==> config.mk <==
export PLATFORM = sky130hd
export DESIGN_NAME = parallel_camera_capture_core_flat
export DESIGN_NICKNAME = d
export VERILOG_FILES = /design/src/rtl/pcc_pkg.sv /design/src/rtl/pcc_if.sv /design/src/rtl/parallel_camera_capture_core.sv /design/src/flat_wrapper.sv
export SDC_FILE = /design/constraint.sdc
export NUM_CORES = 1
export LEC_CHECK = 0
export BUFFER_PORTS_ARGS = -buffer_cell sky130_fd_sc_hd__buf_2
export CAP_MARGIN = 0
export CORE_MARGIN = 3
export CORE_UTILIZATION = 35
export CTS_BUF_LIST = sky130_fd_sc_hd__clkbuf_2 sky130_fd_sc_hd__clkbuf_4 sky130_fd_sc_hd__clkbuf_8
export DETAILED_ROUTE_END_ITERATION = 16
export HOLD_SLACK_MARGIN = 0.03
export PLACE_DENSITY = 0.57
export SYNTH_ARGS = -nofsm -noshare
export SYNTH_HDL_FRONTEND = slang
export SYNTH_SLANG_ARGS = --single-unit
==> constraint.sdc <==
create_clock -name clk -period 5.05 [get_ports clk]
set_clock_uncertainty 0.15 [all_clocks]
set_input_delay 0.2525 -clock clk [delete_from_list [all_inputs] [get_ports clk]]
set_output_delay 0.2525 -clock clk [all_outputs]
set_load 0.1 [all_outputs]
==> src/rtl/pcc_pkg.sv <==
// Shared types and constants of the parallel camera capture block.
package pcc_pkg;

	// One sample of the camera pins and the data port
	typedef struct packed {
		logic        start_req;
		logic        vsync;
		logic        href;
		logic        pclk;
		logic [15:0] port_bits;
	} sample_t;

	// One captured byte
	typedef struct packed {
		logic [7:0] pixel_byte;
		logic       last;
	} result_t;

	// Configuration port
	localparam int CFG_IDX_W  = 8;
	localparam int CFG_DATA_W = 11;

	localparam logic [CFG_IDX_W-1:0] CFG_FRAME_WIDTH  = 8'd0;
	localparam logic [CFG_IDX_W-1:0] CFG_FRAME_HEIGHT = 8'd1;
	localparam logic [CFG_IDX_W-1:0] CFG_GRAY_MODE    = 8'd2;
	localparam logic [CFG_IDX_W-1:0] CFG_SWAP_BYTES   = 8'd3;

	// Register reset values
	localparam int RESET_WIDTH  = 320;
	localparam int RESET_HEIGHT = 240;

	// Result queue: room for two pending items of two bytes each
	localparam int FIFO_DEPTH = 4;
	localparam int FIFO_AW    = 2;
	localparam int FIFO_CW    = 3;

	// Port word to byte: bits 15..8, with port bit3 ORed into bit0 and bit2 ORed into bit1
	function automatic logic [7:0] port_to_byte(logic [15:0] port);
		return port[15:8] | {6'b0, port[2], port[3]};
	endfunction

endpackage

==> src/rtl/pcc_if.sv <==
// Channel interfaces of the parallel camera capture block.

// Pin sample channel
interface pcc_sample_if;
	logic             valid;
	logic             ready;
	pcc_pkg::sample_t data;

	modport source (output valid, output data, input ready);
	modport sink (input valid, input data, output ready);
endinterface

// Captured byte channel
interface pcc_result_if;
	logic             valid;
	logic             ready;
	pcc_pkg::result_t data;

	modport source (output valid, output data, input ready);
	modport sink (input valid, input data, output ready);
endinterface

// Register write channel
interface pcc_cfg_if;
	logic                             valid;
	logic                             ready;
	logic [pcc_pkg::CFG_IDX_W-1:0]    index;
	logic [pcc_pkg::CFG_DATA_W-1:0]   wdata;

	modport source (output valid, output index, output wdata, input ready);
	modport sink (input valid, input index, input wdata, output ready);
endinterface

==> src/rtl/parallel_camera_capture_core.sv <==
// Parallel camera capture core: frame sync tracking, byte capture and result queue.
//
// Usage:
//   sample : one request per clock while ready, carrying the sampled vsync,
//            href and pclk pins, the 16-bit data port and a start_req bit. A
//            start_req while idle arms a frame capture; the core then waits
//            for vsync high and low, and for each row waits for href, taking
//            one byte on every pclk-low phase (two bytes per pixel).
//   result : captured bytes, one request each; last marks the final byte.
//   cfg    : register writes (frame_width, frame_height, gray_mode,
//            swap_bytes), always ready; write only while no capture is active.
// A sample is registered at acceptance and processed from that register once
//   the queue has room; its bytes are then written into the result queue.
// Throughput: one sample per cycle. A sample yields at most two bytes and the
//   result side drains one per cycle while ready, through a four-entry queue; a
//   sample is processed only while the queue holds two entries or fewer.
// Reset: the core returns to idle, the queue empties and the registers take
//   320 x 240 (clamped to the maximum sizes), color, no swapping.
// Stall: when result is held off the queue fills and sample.ready drops;
//   nothing is dropped.
module parallel_camera_capture_core #(
	parameter int MAX_WIDTH  = 1024,
	parameter int MAX_HEIGHT = 1024
) (
	input  logic                clk,
	input  logic                arst_n,
	pcc_sample_if.sink          sample,
	pcc_result_if.source        result,
	pcc_cfg_if.sink             cfg
);

	localparam int WW = $clog2(MAX_WIDTH + 1);
	localparam int BW = WW + 1;
	localparam int HW = $clog2(MAX_HEIGHT + 1);
	localparam int W_RST = (pcc_pkg::RESET_WIDTH > MAX_WIDTH) ? MAX_WIDTH
		: pcc_pkg::RESET_WIDTH;
	localparam int H_RST = (pcc_pkg::RESET_HEIGHT > MAX_HEIGHT) ? MAX_HEIGHT
		: pcc_pkg::RESET_HEIGHT;

	typedef enum logic [2:0] {
		PH_IDLE      = 3'd0,
		PH_VS_HIGH   = 3'd1,
		PH_VS_LOW    = 3'd2,
		PH_HREF_HIGH = 3'd3,
		PH_PCLK_LOW  = 3'd4,
		PH_PCLK_HIGH = 3'd5,
		PH_HREF_LOW  = 3'd6
	} phase_t;

	// Size clamps, applied when the register is written
	function automatic logic [WW-1:0] clamp_w(logic [pcc_pkg::CFG_DATA_W-1:0] v);
		if (v == '0) return WW'(1);
		if (int'(v) > MAX_WIDTH) return WW'(MAX_WIDTH);
		return WW'(v);
	endfunction

	function automatic logic [HW-1:0] clamp_h(logic [pcc_pkg::CFG_DATA_W-1:0] v);
		if (v == '0) return HW'(1);
		if (int'(v) > MAX_HEIGHT) return HW'(MAX_HEIGHT);
		return HW'(v);
	endfunction

	logic [WW-1:0]          width_q;
	logic [HW-1:0]          height_q;
	logic                   gray_q;
	logic                   swap_q;

	logic                   valid_s1;
	pcc_pkg::sample_t       item_s1;
	logic                   fire;

	phase_t                 phase_q, phase_nx;
	logic [HW-1:0]          row_q, row_nx;
	logic [BW-1:0]          byte_q, byte_nx;
	logic [7:0]             held_q, held_nx;

	logic [BW-1:0]          row_bytes;
	logic [BW-1:0]          byte_inc;
	logic [HW-1:0]          row_inc;
	logic                   frame_done;
	logic                   cap_en;
	logic [BW-1:0]          cap_j;
	logic [HW-1:0]          cap_row;
	logic                   last_row;
	logic                   fin_even;
	logic                   fin_odd;
	logic [7:0]             cap_byte;
	logic                   swp;

	logic [1:0]             n_res;
	pcc_pkg::result_t       res0, res1;

	pcc_pkg::result_t       fifo_q [pcc_pkg::FIFO_DEPTH];
	logic [pcc_pkg::FIFO_AW-1:0] head_q, tail_q;
	logic [pcc_pkg::FIFO_CW-1:0] cnt_q;
	logic [1:0]             n_push;
	logic                   pop;

	// Configuration registers
	assign cfg.ready = 1'b1;

	always_ff @(posedge clk or negedge arst_n) begin
		if (!arst_n) begin
			width_q  <= WW'(W_RST);
			height_q <= HW'(H_RST);
			gray_q   <= 1'b0;
			swap_q   <= 1'b0;
		end else if (cfg.valid) begin
			unique case (cfg.index)
				pcc_pkg::CFG_FRAME_WIDTH:  width_q  <= clamp_w(cfg.wdata);
				pcc_pkg::CFG_FRAME_HEIGHT: height_q <= clamp_h(cfg.wdata);
				pcc_pkg::CFG_GRAY_MODE:    gray_q   <= cfg.wdata[0];
				pcc_pkg::CFG_SWAP_BYTES:   swap_q   <= cfg.wdata[0];
				default: ;
			endcase
		end
	end

	// Input register
	assign fire         = valid_s1 && (cnt_q <= pcc_pkg::FIFO_CW'(2));
	assign sample.ready = !valid_s1 || fire;

	always_ff @(posedge clk or negedge arst_n) begin
		if (!arst_n) begin
			valid_s1 <= 1'b0;
		end else if (sample.ready) begin
			valid_s1 <= sample.valid;
		end
	end

	always_ff @(posedge clk) begin
		if (sample.valid && sample.ready) begin
			item_s1 <= sample.data;
		end
	end

	// Counters and row/frame end tests
	assign row_bytes  = {width_q, 1'b0};
	assign byte_inc   = byte_q + BW'(1);
	assign row_inc    = row_q + HW'(1);
	assign frame_done = row_inc >= height_q;

	// Phase walk for one sample; several waits may pass in one sample
	always_comb begin
		phase_nx = phase_q;
		row_nx   = row_q;
		byte_nx  = byte_q;
		cap_en   = 1'b0;
		cap_j    = byte_q;
		cap_row  = row_q;
		unique case (phase_q)
			PH_VS_HIGH: begin
				if (item_s1.vsync) phase_nx = PH_VS_LOW;
			end
			PH_VS_LOW: begin
				if (!item_s1.vsync) begin
					row_nx = '0;
					if (!item_s1.href) begin
						phase_nx = PH_HREF_HIGH;
					end else begin
						byte_nx = '0;
						if (item_s1.pclk) begin
							phase_nx = PH_PCLK_LOW;
						end else begin
							cap_en   = 1'b1;
							cap_j    = '0;
							cap_row  = '0;
							phase_nx = PH_PCLK_HIGH;
						end
					end
				end
			end
			PH_HREF_HIGH: begin
				if (item_s1.href) begin
					byte_nx = '0;
					if (item_s1.pclk) begin
						phase_nx = PH_PCLK_LOW;
					end else begin
						cap_en   = 1'b1;
						cap_j    = '0;
						phase_nx = PH_PCLK_HIGH;
					end
				end
			end
			PH_PCLK_LOW: begin
				if (!item_s1.pclk) begin
					cap_en   = 1'b1;
					phase_nx = PH_PCLK_HIGH;
				end
			end
			PH_PCLK_HIGH: begin
				if (item_s1.pclk) begin
					byte_nx = byte_inc;
					if (byte_inc < row_bytes) begin
						phase_nx = PH_PCLK_LOW;
					end else if (item_s1.href) begin
						phase_nx = PH_HREF_LOW;
					end else if (frame_done) begin
						phase_nx = PH_IDLE;
						row_nx   = '0;
						byte_nx  = '0;
					end else begin
						row_nx   = row_inc;
						phase_nx = PH_HREF_HIGH;
					end
				end
			end
			PH_HREF_LOW: begin
				if (!item_s1.href) begin
					if (frame_done) begin
						phase_nx = PH_IDLE;
						row_nx   = '0;
						byte_nx  = '0;
					end else begin
						row_nx   = row_inc;
						phase_nx = PH_HREF_HIGH;
					end
				end
			end
			default: begin
				// idle and the unused code
				if (item_s1.start_req) begin
					row_nx   = '0;
					byte_nx  = '0;
					phase_nx = item_s1.vsync ? PH_VS_LOW : PH_VS_HIGH;
				end else begin
					phase_nx = PH_IDLE;
				end
			end
		endcase
	end

	// Byte capture and result forming
	assign cap_byte = pcc_pkg::port_to_byte(item_s1.port_bits);
	assign swp      = swap_q && !gray_q;
	assign last_row = ({1'b0, cap_row} + (HW + 1)'(1)) >= {1'b0, height_q};
	assign fin_even = last_row
		&& (({1'b0, cap_j} + (BW + 1)'(2)) >= {1'b0, row_bytes});
	assign fin_odd  = last_row
		&& (({1'b0, cap_j} + (BW + 1)'(1)) >= {1'b0, row_bytes});

	always_comb begin
		n_res   = 2'd0;
		res0    = '{pixel_byte: cap_byte, last: 1'b0};
		res1    = '{pixel_byte: held_q, last: fin_odd};
		held_nx = held_q;
		if (cap_en) begin
			if (!cap_j[0]) begin
				if (gray_q) begin
					res0.last = fin_even;
					n_res     = 2'd1;
				end else if (swp) begin
					held_nx = cap_byte;
				end else begin
					n_res = 2'd1;
				end
			end else if (!gray_q) begin
				if (swp) begin
					n_res = 2'd2;
				end else begin
					res0.last = fin_odd;
					n_res     = 2'd1;
				end
			end
		end
	end

	// Capture state
	always_ff @(posedge clk or negedge arst_n) begin
		if (!arst_n) begin
			phase_q <= PH_IDLE;
			row_q   <= '0;
			byte_q  <= '0;
			held_q  <= '0;
		end else if (fire) begin
			phase_q <= phase_nx;
			row_q   <= row_nx;
			byte_q  <= byte_nx;
			held_q  <= held_nx;
		end
	end

	// Result queue
	assign n_push       = fire ? n_res : 2'd0;
	assign pop          = result.valid && result.ready;
	assign result.valid = cnt_q != '0;
	assign result.data  = fifo_q[head_q];

	always_ff @(posedge clk or negedge arst_n) begin
		if (!arst_n) begin
			head_q <= '0;
			tail_q <= '0;
			cnt_q  <= '0;
		end else begin
			if (pop) head_q <= head_q + pcc_pkg::FIFO_AW'(1);
			tail_q <= tail_q + pcc_pkg::FIFO_AW'(n_push);
			cnt_q  <= cnt_q + pcc_pkg::FIFO_CW'(n_push) - pcc_pkg::FIFO_CW'(pop);
		end
	end

	always_ff @(posedge clk) begin
		if (n_push != 2'd0) fifo_q[tail_q] <= res0;
		if (n_push == 2'd2) fifo_q[tail_q + pcc_pkg::FIFO_AW'(1)] <= res1;
	end

endmodule

==> src/flat_wrapper.sv <==
// flat-port wrapper written by rule: the top's interface ports become plain ports
module parallel_camera_capture_core_flat 
#(
	parameter int MAX_WIDTH  = 1024,
	parameter int MAX_HEIGHT = 1024
)
  (clk, arst_n, sample_valid, sample_data, sample_ready, result_valid, result_data, result_ready, cfg_valid, cfg_index, cfg_wdata, cfg_ready);
  pcc_sample_if sample_i ();
  pcc_result_if result_i ();
  pcc_cfg_if cfg_i ();
  input  logic clk;
  input  logic arst_n;
  input wire logic [$bits(sample_i.valid)-1:0] sample_valid;
  input wire logic [$bits(sample_i.data)-1:0] sample_data;
  output wire logic [$bits(sample_i.ready)-1:0] sample_ready;
  output wire logic [$bits(result_i.valid)-1:0] result_valid;
  output wire logic [$bits(result_i.data)-1:0] result_data;
  input wire logic [$bits(result_i.ready)-1:0] result_ready;
  input wire logic [$bits(cfg_i.valid)-1:0] cfg_valid;
  input wire logic [$bits(cfg_i.index)-1:0] cfg_index;
  input wire logic [$bits(cfg_i.wdata)-1:0] cfg_wdata;
  output wire logic [$bits(cfg_i.ready)-1:0] cfg_ready;
  assign sample_i.valid = sample_valid;
  assign sample_i.data = sample_data;
  assign sample_ready = sample_i.ready;
  assign result_valid = result_i.valid;
  assign result_data = result_i.data;
  assign result_i.ready = result_ready;
  assign cfg_i.valid = cfg_valid;
  assign cfg_i.index = cfg_index;
  assign cfg_i.wdata = cfg_wdata;
  assign cfg_ready = cfg_i.ready;
  parallel_camera_capture_core #(.MAX_WIDTH(MAX_WIDTH), .MAX_HEIGHT(MAX_HEIGHT)) u_core (.clk(clk), .arst_n(arst_n), .sample(sample_i), .result(result_i), .cfg(cfg_i));
endmodule
==> results of run 1 <==
[power by group]
group          switching, uW  total (uW)  internal (uW)
combinational            809        1200            395
clock                    431         872            440
sequential               189        1300           1110
[worst reg2reg max path, delay by kind of cell, from the launching register on]
family	cells	cell delay (ns)
compound gates	4	0.92
fa+ha+maj	2	0.53
xor+xnor	1	0.15
flops	1	0.53
buf+inv	1	0.14
simple gates	9	1.63
[cell type report]
cell class / instances / area share
Clock buffer: 17 / 0.0260
Clock inverter: 14 / 0.0167
Inverter: 46 / 0.0192
Multi-Input combinational cell: 589 / 0.490
Sequential cell: 116 / 0.351
Tap cell: 280 / 0.0389
Timing Repair Buffer: 79 / 0.0583
[routing by layer]
layer,global-route usage,routed length (microns)
met1,0.211,8770
met2,0.272,9450
met3,0.0275,631
met4,0.0504,263
met5,0,0
[Yosys cell counts (5+ instances only)]
master and number:
a211o_1 6, a211oi_1 9, a21o_1 11, a21oi_1 34, and2_1 7, and4_1 5, buf_6 5, clkbuf_1 27
dfrtp_1 60, dfstp_2 6, edfxtp_1 50, ha_1 64, inv_1 45, mux2_2 31, mux2_4 14, mux4_2 9
nand2_1 57, nand2b_1 11, nand3_1 31, nand4_1 11, nor2_1 67, nor2b_1 14, nor4_1 5, o211ai_1 9
o21a_1 10, o21ai_0 52, o21bai_1 6, o31ai_1 6, or4_1 5, xnor2_1 22, xor2_1 26
[registers in the layout (all words and copies together) (netlist names)]
| register | flops |
|---|---|
| u_core.byte_q | 12 |
| u_core.cnt_q | 3 |
| u_core.fifo_q | 36 |
| u_core.gray_q | 1 |
| u_core.head_q | 2 |
| u_core.height_q | 11 |
| u_core.held_q | 8 |
| u_core.item_s1 | 14 |
| u_core.phase_q | 3 |
| u_core.row_q | 11 |
| u_core.swap_q | 1 |
| u_core.tail_q | 2 |
| u_core.valid_s1 | 1 |
| u_core.width_q | 11 |
[through the flow]
stage               cells  area, sq um   util  power [uW]
detailed placement   1089         8420  0.381        2520
CTS                  1141         9010  0.408        3410
floorplan             793         7990      -        2260
global route         1141         9010  0.408        3570
global placement     1089         8420  0.381        2500
finish               1141         9010  0.408        3370
[cell usage in the layout, fill, tap and decap left out, types with 7 or more instances in the layout]
cell / count
a211oi_1: 9
a21o_1: 11
a21oi_1: 34
and2_1: 7
buf_2: 48
buf_4: 10
clkbuf_8: 17
dfrtp_1: 60
dlygate4sd3_1: 21
edfxtp_1: 50
ha_1: 64
inv_1: 45
mux2_2: 31
mux2_4: 14
mux4_2: 9
nand2_1: 57
nand2b_1: 11
nand3_1: 31
nand4_1: 11
nor2_1: 67
nor2b_1: 14
o211ai_1: 9
o21a_1: 10
o21ai_0: 52
xnor2_1: 22
xor2_1: 26
[worst max path at each step]
stage                             from                   to  cells after the start  slack [ns]
finish              u_core.item_s1[17]  u_core.fifo_q[1][0]                     17        0.80
global route        u_core.item_s1[17]  u_core.fifo_q[1][0]                     17        0.44
CTS                 u_core.item_s1[16]  u_core.fifo_q[1][0]                     15        0.79
detailed placement  u_core.item_s1[16]  u_core.fifo_q[1][0]                     15        0.80
global placement    u_core.item_s1[17]  u_core.fifo_q[1][0]                     17        0.87
floorplan            u_core.phase_q[2]  u_core.fifo_q[0][0]                     18        1.15
[repair_timing]
action                    in CTS  in global routing
buffers inserted               0                  0
hold endpoints to repair      52                  0
hold buffers                  21                  0
[logic make-up (layout without fill, tap and decap cells)]
group,Yosys count,after routing,share of synthesized area
XOR/XNOR,48,48,0.0526
other,1,1,0.000470
AO/OA/AOI/OAI,175,175,0.143
multiplexers,55,55,0.0967
flip-flops,116,116,0.396
buffers and inverters,88,156,0.0512
AND/OR/NAND/NOR,245,245,0.157
adder cells (fa/ha/maj),65,65,0.103
==> metrics.yaml, run 1 <==
floorplan:
  die_h_microns: 157
  dieArea_sq_um: 24700
  die_w_microns: 157
  num_rows: 54
  core-area_sq_um: 22100
  initial_core_util: 0.361
  ios: 56
clocking:
  cts_resized: 0
  clock_latency_ns: 0.44
  numCtsBuffers: 17
  tritoncts: "done"
  cts_sinks: 116
  h-tree-depth: 4
  cts_buffer_depth: 2
  clk_pin_slew_worst_paths_ns: 0.08
  root_buffer: "clkbuf_8"
logic_synthesis:
  postSynthCellCount: 793
  avgSynthCellArea_sq_um: 10.1
  synth_seq_cells: 116
  ys_warn_count: 0
  synth.yosys.seq_area_share: 0.396
  synthDominantCellAreaShare: 0.188
  synth.distinct_cells: 74
  synth_nets: 902
  synthTopCellsByArea: "dfrtp_1 19%, edfxtp_1 19%, ha_1 10%, mux2_2 4.4%, o21ai_0 3.3%"
  synth_area_leader_cell: "dfrtp_1"
  ys.flop_type: "dfrtp_1"
  ys_async_sr_fraction: 0.569
  syn_area_sq_um: 7990
  synth_edf_count: 50
final_layout:
  diodes: 0
  regArea_sq_um: 3160
  drive_gt1_frac: 0.194
  nFillCells: 2140
  multi_input_area_sq_um: 4420
  syn2layout_area_growth_pct: 12.9
  layout.nets: 958
detailed_routing:
  drt_iter0_markers: 379
  vias: 6009
  vias_per_cell: 5.27
  ant_nets: 0
  drtPass1Iterations: 5
  wire_per_inst_microns: 16.7
  drc: 0
  routed_wl_microns: 19100
timing:
  worstMarginPinSlew_ns: 0.949
  hold_violations: 0
  min_period_ns: 4.25
  relSlewSlack: 0.365
  setup-violations-final: 0
  rsz0062_at_grt: "no"
  fin_hold_ws_ns: 0.0504
  max_freq_ghz: 0.235
  setup_tns_ns: 0
  fin_crit_sh: 0.843
  setup_slack_ns: 0.795
  slew_viol_final: 0
worst_setup_path:
  timing.critical_path.from_type: "register"
  cp_common_cell: "nor2_1"
  cp_max_fo: 9
  r2r-start: "u_core.item_s1[17]"
  cp_cell_sequence: "inv_1 -> or3_2 -> nor3_1 -> nor2b_1 -> ha_1 -> nand3_1 -> nor2_1 -> nand2_1 -> xor2_1 -> nor2_1 -> ha_1 -> nand3_1 -> nor2_1 -> a221oi_1 -> o21ai_0 -> a311o_1 -> o21a_1"
  r2r_slack_ns: 0.80
  worst-r2r-cell-count: 17
  cp.required_ns: 5.10
  crit_type: "reg -> reg"
  crit_arrival_ns: 4.31
  setup.worst_path.end_class: "register"
  slowest_delay_ns: 0.53
  cpLargestDelayFamily: "simple AND/OR/NAND/NOR gates"
  worst_r2r_endpoint: "u_core.fifo_q[1][0]"
  crit_slowest_cell: "edfxtp_1"
  path_buf_inv: 1
placed_design:
  finalWeightedCongestion: 0.854
  hpwl_microns: 13800
  pre_cts_slack_ns: 0.799
  port_buffers: 48
worst_hold_path:
  min_path_cells: 4
  hold_path_end: "u_core.width_q[8]"
  holdCritStartpoint: "cfg_wdata[8]"
  min-delay-path-class: "in -> reg"
grt:
  grt_overflow_total: 0
  antenna_found_initial: 0
  grt_max_degree: 35
  grt.total_usage: 0.161
  grt_pass1_vias: 5825
  grt_pass1_wl_microns: 31100
flow_run:
  drv_cap: 0
power:
  p_leak_uw: 0.00389
  vdd_drop_max_mv: 0.210
  powerDensity_nw_per_um2: 374
status:
  outcome: "completed"
No activity file was read; power rests on OpenSTA's default activity.
==> run 2, diff against run 1 <==
--- a/config.mk
+++ b/config.mk
@@ -12,7 +12,7 @@
 export CTS_BUF_LIST = sky130_fd_sc_hd__clkbuf_2 sky130_fd_sc_hd__clkbuf_4 sky130_fd_sc_hd__clkbuf_8
 export DETAILED_ROUTE_END_ITERATION = 16
 export HOLD_SLACK_MARGIN = 0.03
-export PLACE_DENSITY = 0.57
+export PLACE_DENSITY = 0.59
 export SYNTH_ARGS = -nofsm -noshare
 export SYNTH_HDL_FRONTEND = slang
 export SYNTH_SLANG_ARGS = --single-unit
==> constraint.sdc (replaced) <==
create_clock -name clk -period 3.7 [get_ports clk]
set_clock_uncertainty 0.15 [all_clocks]
set_input_delay 0.185 -clock clk [delete_from_list [all_inputs] [get_ports clk]]
set_output_delay 0.185 -clock clk [all_outputs]
set_load 0.1 [all_outputs]
==> metrics.yaml, run 2 (synthesized netlist as in run 1, its figures left out) <==
final_layout:
  regArea_sq_um: 3160  # unchanged
  diodes: 0  # unchanged
  top_register: "u_core.fifo_q"
  syn2layout_area_growth_pct: 20.6
  top_regs: "u_core.fifo_q: 36 flops, u_core.item_s1: 14 flops, u_core.byte_q: 12 flops"
  largest_reg_flops: 36  # unchanged
  final_cell_mix: "64 x nor2_1, 60 x dfrtp_1, 59 x ha_1"
  multi_input_area_sq_um: 4530  # +2.5%
  drive_gt1_frac: 0.256  # +0.0620
  layout.nets: 1019  # +6.4%
  layout_commonest_cell: "nor2_1"
  nFillCells: 2089  # -2.4%
worst_hold_path:
  min-delay-path-class: "in -> async"
timing:
  setup_tns_ns: 0  # unchanged
  setup-violations-final: 0  # unchanged
  hold_violations: 0  # unchanged
  fin_crit_sh: 0.967  # +0.124
  max_freq_ghz: 0.280  # +19%
  worstMarginPinSlew_ns: 0.992  # +0.0431 ns
  slew_viol_final: 0  # unchanged
  min_period_ns: 3.58  # -0.679 ns
  relSlewSlack: 0.336  # -0.0288
  rsz0062_at_grt: "yes"
floorplan:
  die_w_microns: 157  # unchanged
  ios: 56  # unchanged
  initial_core_util: 0.361  # unchanged
  dieArea_sq_um: 24700  # unchanged
  core-area_sq_um: 22100  # unchanged
  die_h_microns: 157  # unchanged
  num_rows: 54  # unchanged
placed_design:
  finalWeightedCongestion: 0.842  # -1.3%
  hpwl_microns: 14600  # +6.3%
  port_buffers: 48  # unchanged
grt:
  grt_pass1_vias: 6229  # +6.9%
  grt.total_usage: 0.171  # +0.0104
  grt_pass1_wl_microns: 33300  # +6.8%
  grt_overflow_total: 0  # unchanged
  grt_max_degree: 49  # +40%
  antenna_found_initial: 0  # unchanged
worst_setup_path:
  cp.required_ns: 3.75  # -1.35 ns
  setup.worst_path.end_class: "register"
  crit_start: "u_core.item_s1[16]"
  r2r-start: "u_core.item_s1[16]"
  timing.critical_path.from_type: "register"
  crit_type: "reg -> reg"
  cp_max_fo: 4  # -5
  crit_arrival_ns: 3.62  # -0.69 ns
  r2r_slack_ns: 0.12  # -0.67 ns
  worst-r2r-cell-count: 17  # unchanged
  worst_r2r_endpoint: "u_core.fifo_q[2][0]"
power:
  vdd_drop_max_mv: 0.219  # +4.3%
  p_leak_uw: 0.00419  # +7.8%
  powerDensity_nw_per_um2: 497  # +33%
  p_total_uw: 4780  # +42%
clocking:
  root_buffer: "clkbuf_8"
  clk_pin_slew_worst_paths_ns: 0.07  # about the same
  clock_latency_ns: 0.44  # about the same
  cts_sinks: 116  # unchanged
  h-tree-depth: 4  # unchanged
  tritoncts: "done"
  cts_buffer_depth: 2  # unchanged
  numCtsBuffers: 17  # unchanged
detailed_routing:
  vias: 6290  # +4.7%
  wire_per_inst_microns: 16.8  # +0.36%
  drtPass1Iterations: 5  # unchanged
  drc: 0  # unchanged
  ant_nets: 0  # unchanged
  drt_iter0_markers: 449  # +18%
  vias_per_cell: 5.23  # -0.64%
  routed_wl_microns: 20200  # +5.7%
flow_run:
  drv_cap: 0  # unchanged
status:
  outcome: "completed"
run 2: cell count changes in the layout (fill, tap and decap cells not counted), moves of 3 or more:
| cell | change |
|---|---|
| ha_2 | +3 |
| ha_1 | -5 |
| nand3_2 | +4 |
| nor2_1 | -3 |
| nor2_2 | +3 |
| nand3_1 | -4 |
| dlygate4sd3_1 | +12 |
| buf_4 | +48 |
| inv_6 | -3 |
run 2: per-layer routing:
metal  vias to the layer above  share of wire  routed length (microns)  GRT usage
met3                        23          0.041                      828     0.0280
met5                         -              0                        0          0
met4                         0          0.016                      316     0.0525
met1                      3010           0.47                     9470      0.240
li1                       3110              -                        -          -
met2                       147           0.47                     9580      0.272
run 2: worst max path at each step:
stage,endpoint,slack (ns),cells past startpoint
global route,u_core.fifo_q[2][0],-0.06,17
CTS,u_core.fifo_q[2][0],0.007,17
finish,u_core.fifo_q[2][0],0.12,17
detailed placement,u_core.fifo_q[3][0],-0.03,16
global placement,u_core.fifo_q[1][0],-0.02,17
floorplan,u_core.fifo_q[0][0],0.009,18
run 2: where the power goes:
part / internal [uW] / total, uW / leakage (uW) / switching [uW]
clock: 667 / 1220 / 0.000190 / 551
sequential: 1520 / 1710 / 0.00129 / 189
combinational: 641 / 1860 / 0.00272 / 1220
run 2: area by class of cell:
cell class | instances | area share
Multi-Input combinational cell | 589 | 0.470
Sequential cell | 116 | 0.328
Timing Repair Buffer | 140 | 0.106
Tap cell | 280 | 0.0364
Clock buffer | 18 | 0.0251
Inverter | 46 | 0.0179
Clock inverter | 13 | 0.0165
run 2: what timing repair did:
| item | 4_1_cts | 5_1_grt |
|---|---|---|
| endpoints found under the setup margin | 4 | 12 |
| pin swaps | 4 | 16 |
| resized for setup | 5 | 23 |
| endpoints found under the hold margin | 49 | 0 |
| hold buffers | 33 | 0 |
| setup buffers | 0 | 5 |
run 2: per-stage QoR:
step	hold slack, ns	std cells	util	area [sq um]	worst slack, ns
after floorplan	-0.261	793	-	8000	0.00924
after global placement	0.0490	1133	0.396	8760	-0.0178
after detailed placement	0.0556	1133	0.396	8760	-0.0327
after CTS	0.0923	1197	0.430	9500	0.00698
after global routing	0.107	1202	0.436	9630	-0.0556
final	0.0998	1202	0.436	9630	0.124
run 2: worst max-delay path: stages (launching register included):
cell and delay, ns:
edfxtp_1 0.47, or3_4 0.42, nor3_2 0.17, buf_4 0.14, nor2b_1 0.05, ha_2 0.18, nand3_2 0.08, nor2_2 0.05
nand2_1 0.08, xor2_1 0.14, nor2_1 0.07, ha_1 0.32, nand3_2 0.10, nor2_2 0.05, a221oi_2 0.24, o21ai_1 0.10
a311o_2 0.38, o21a_1 0.12
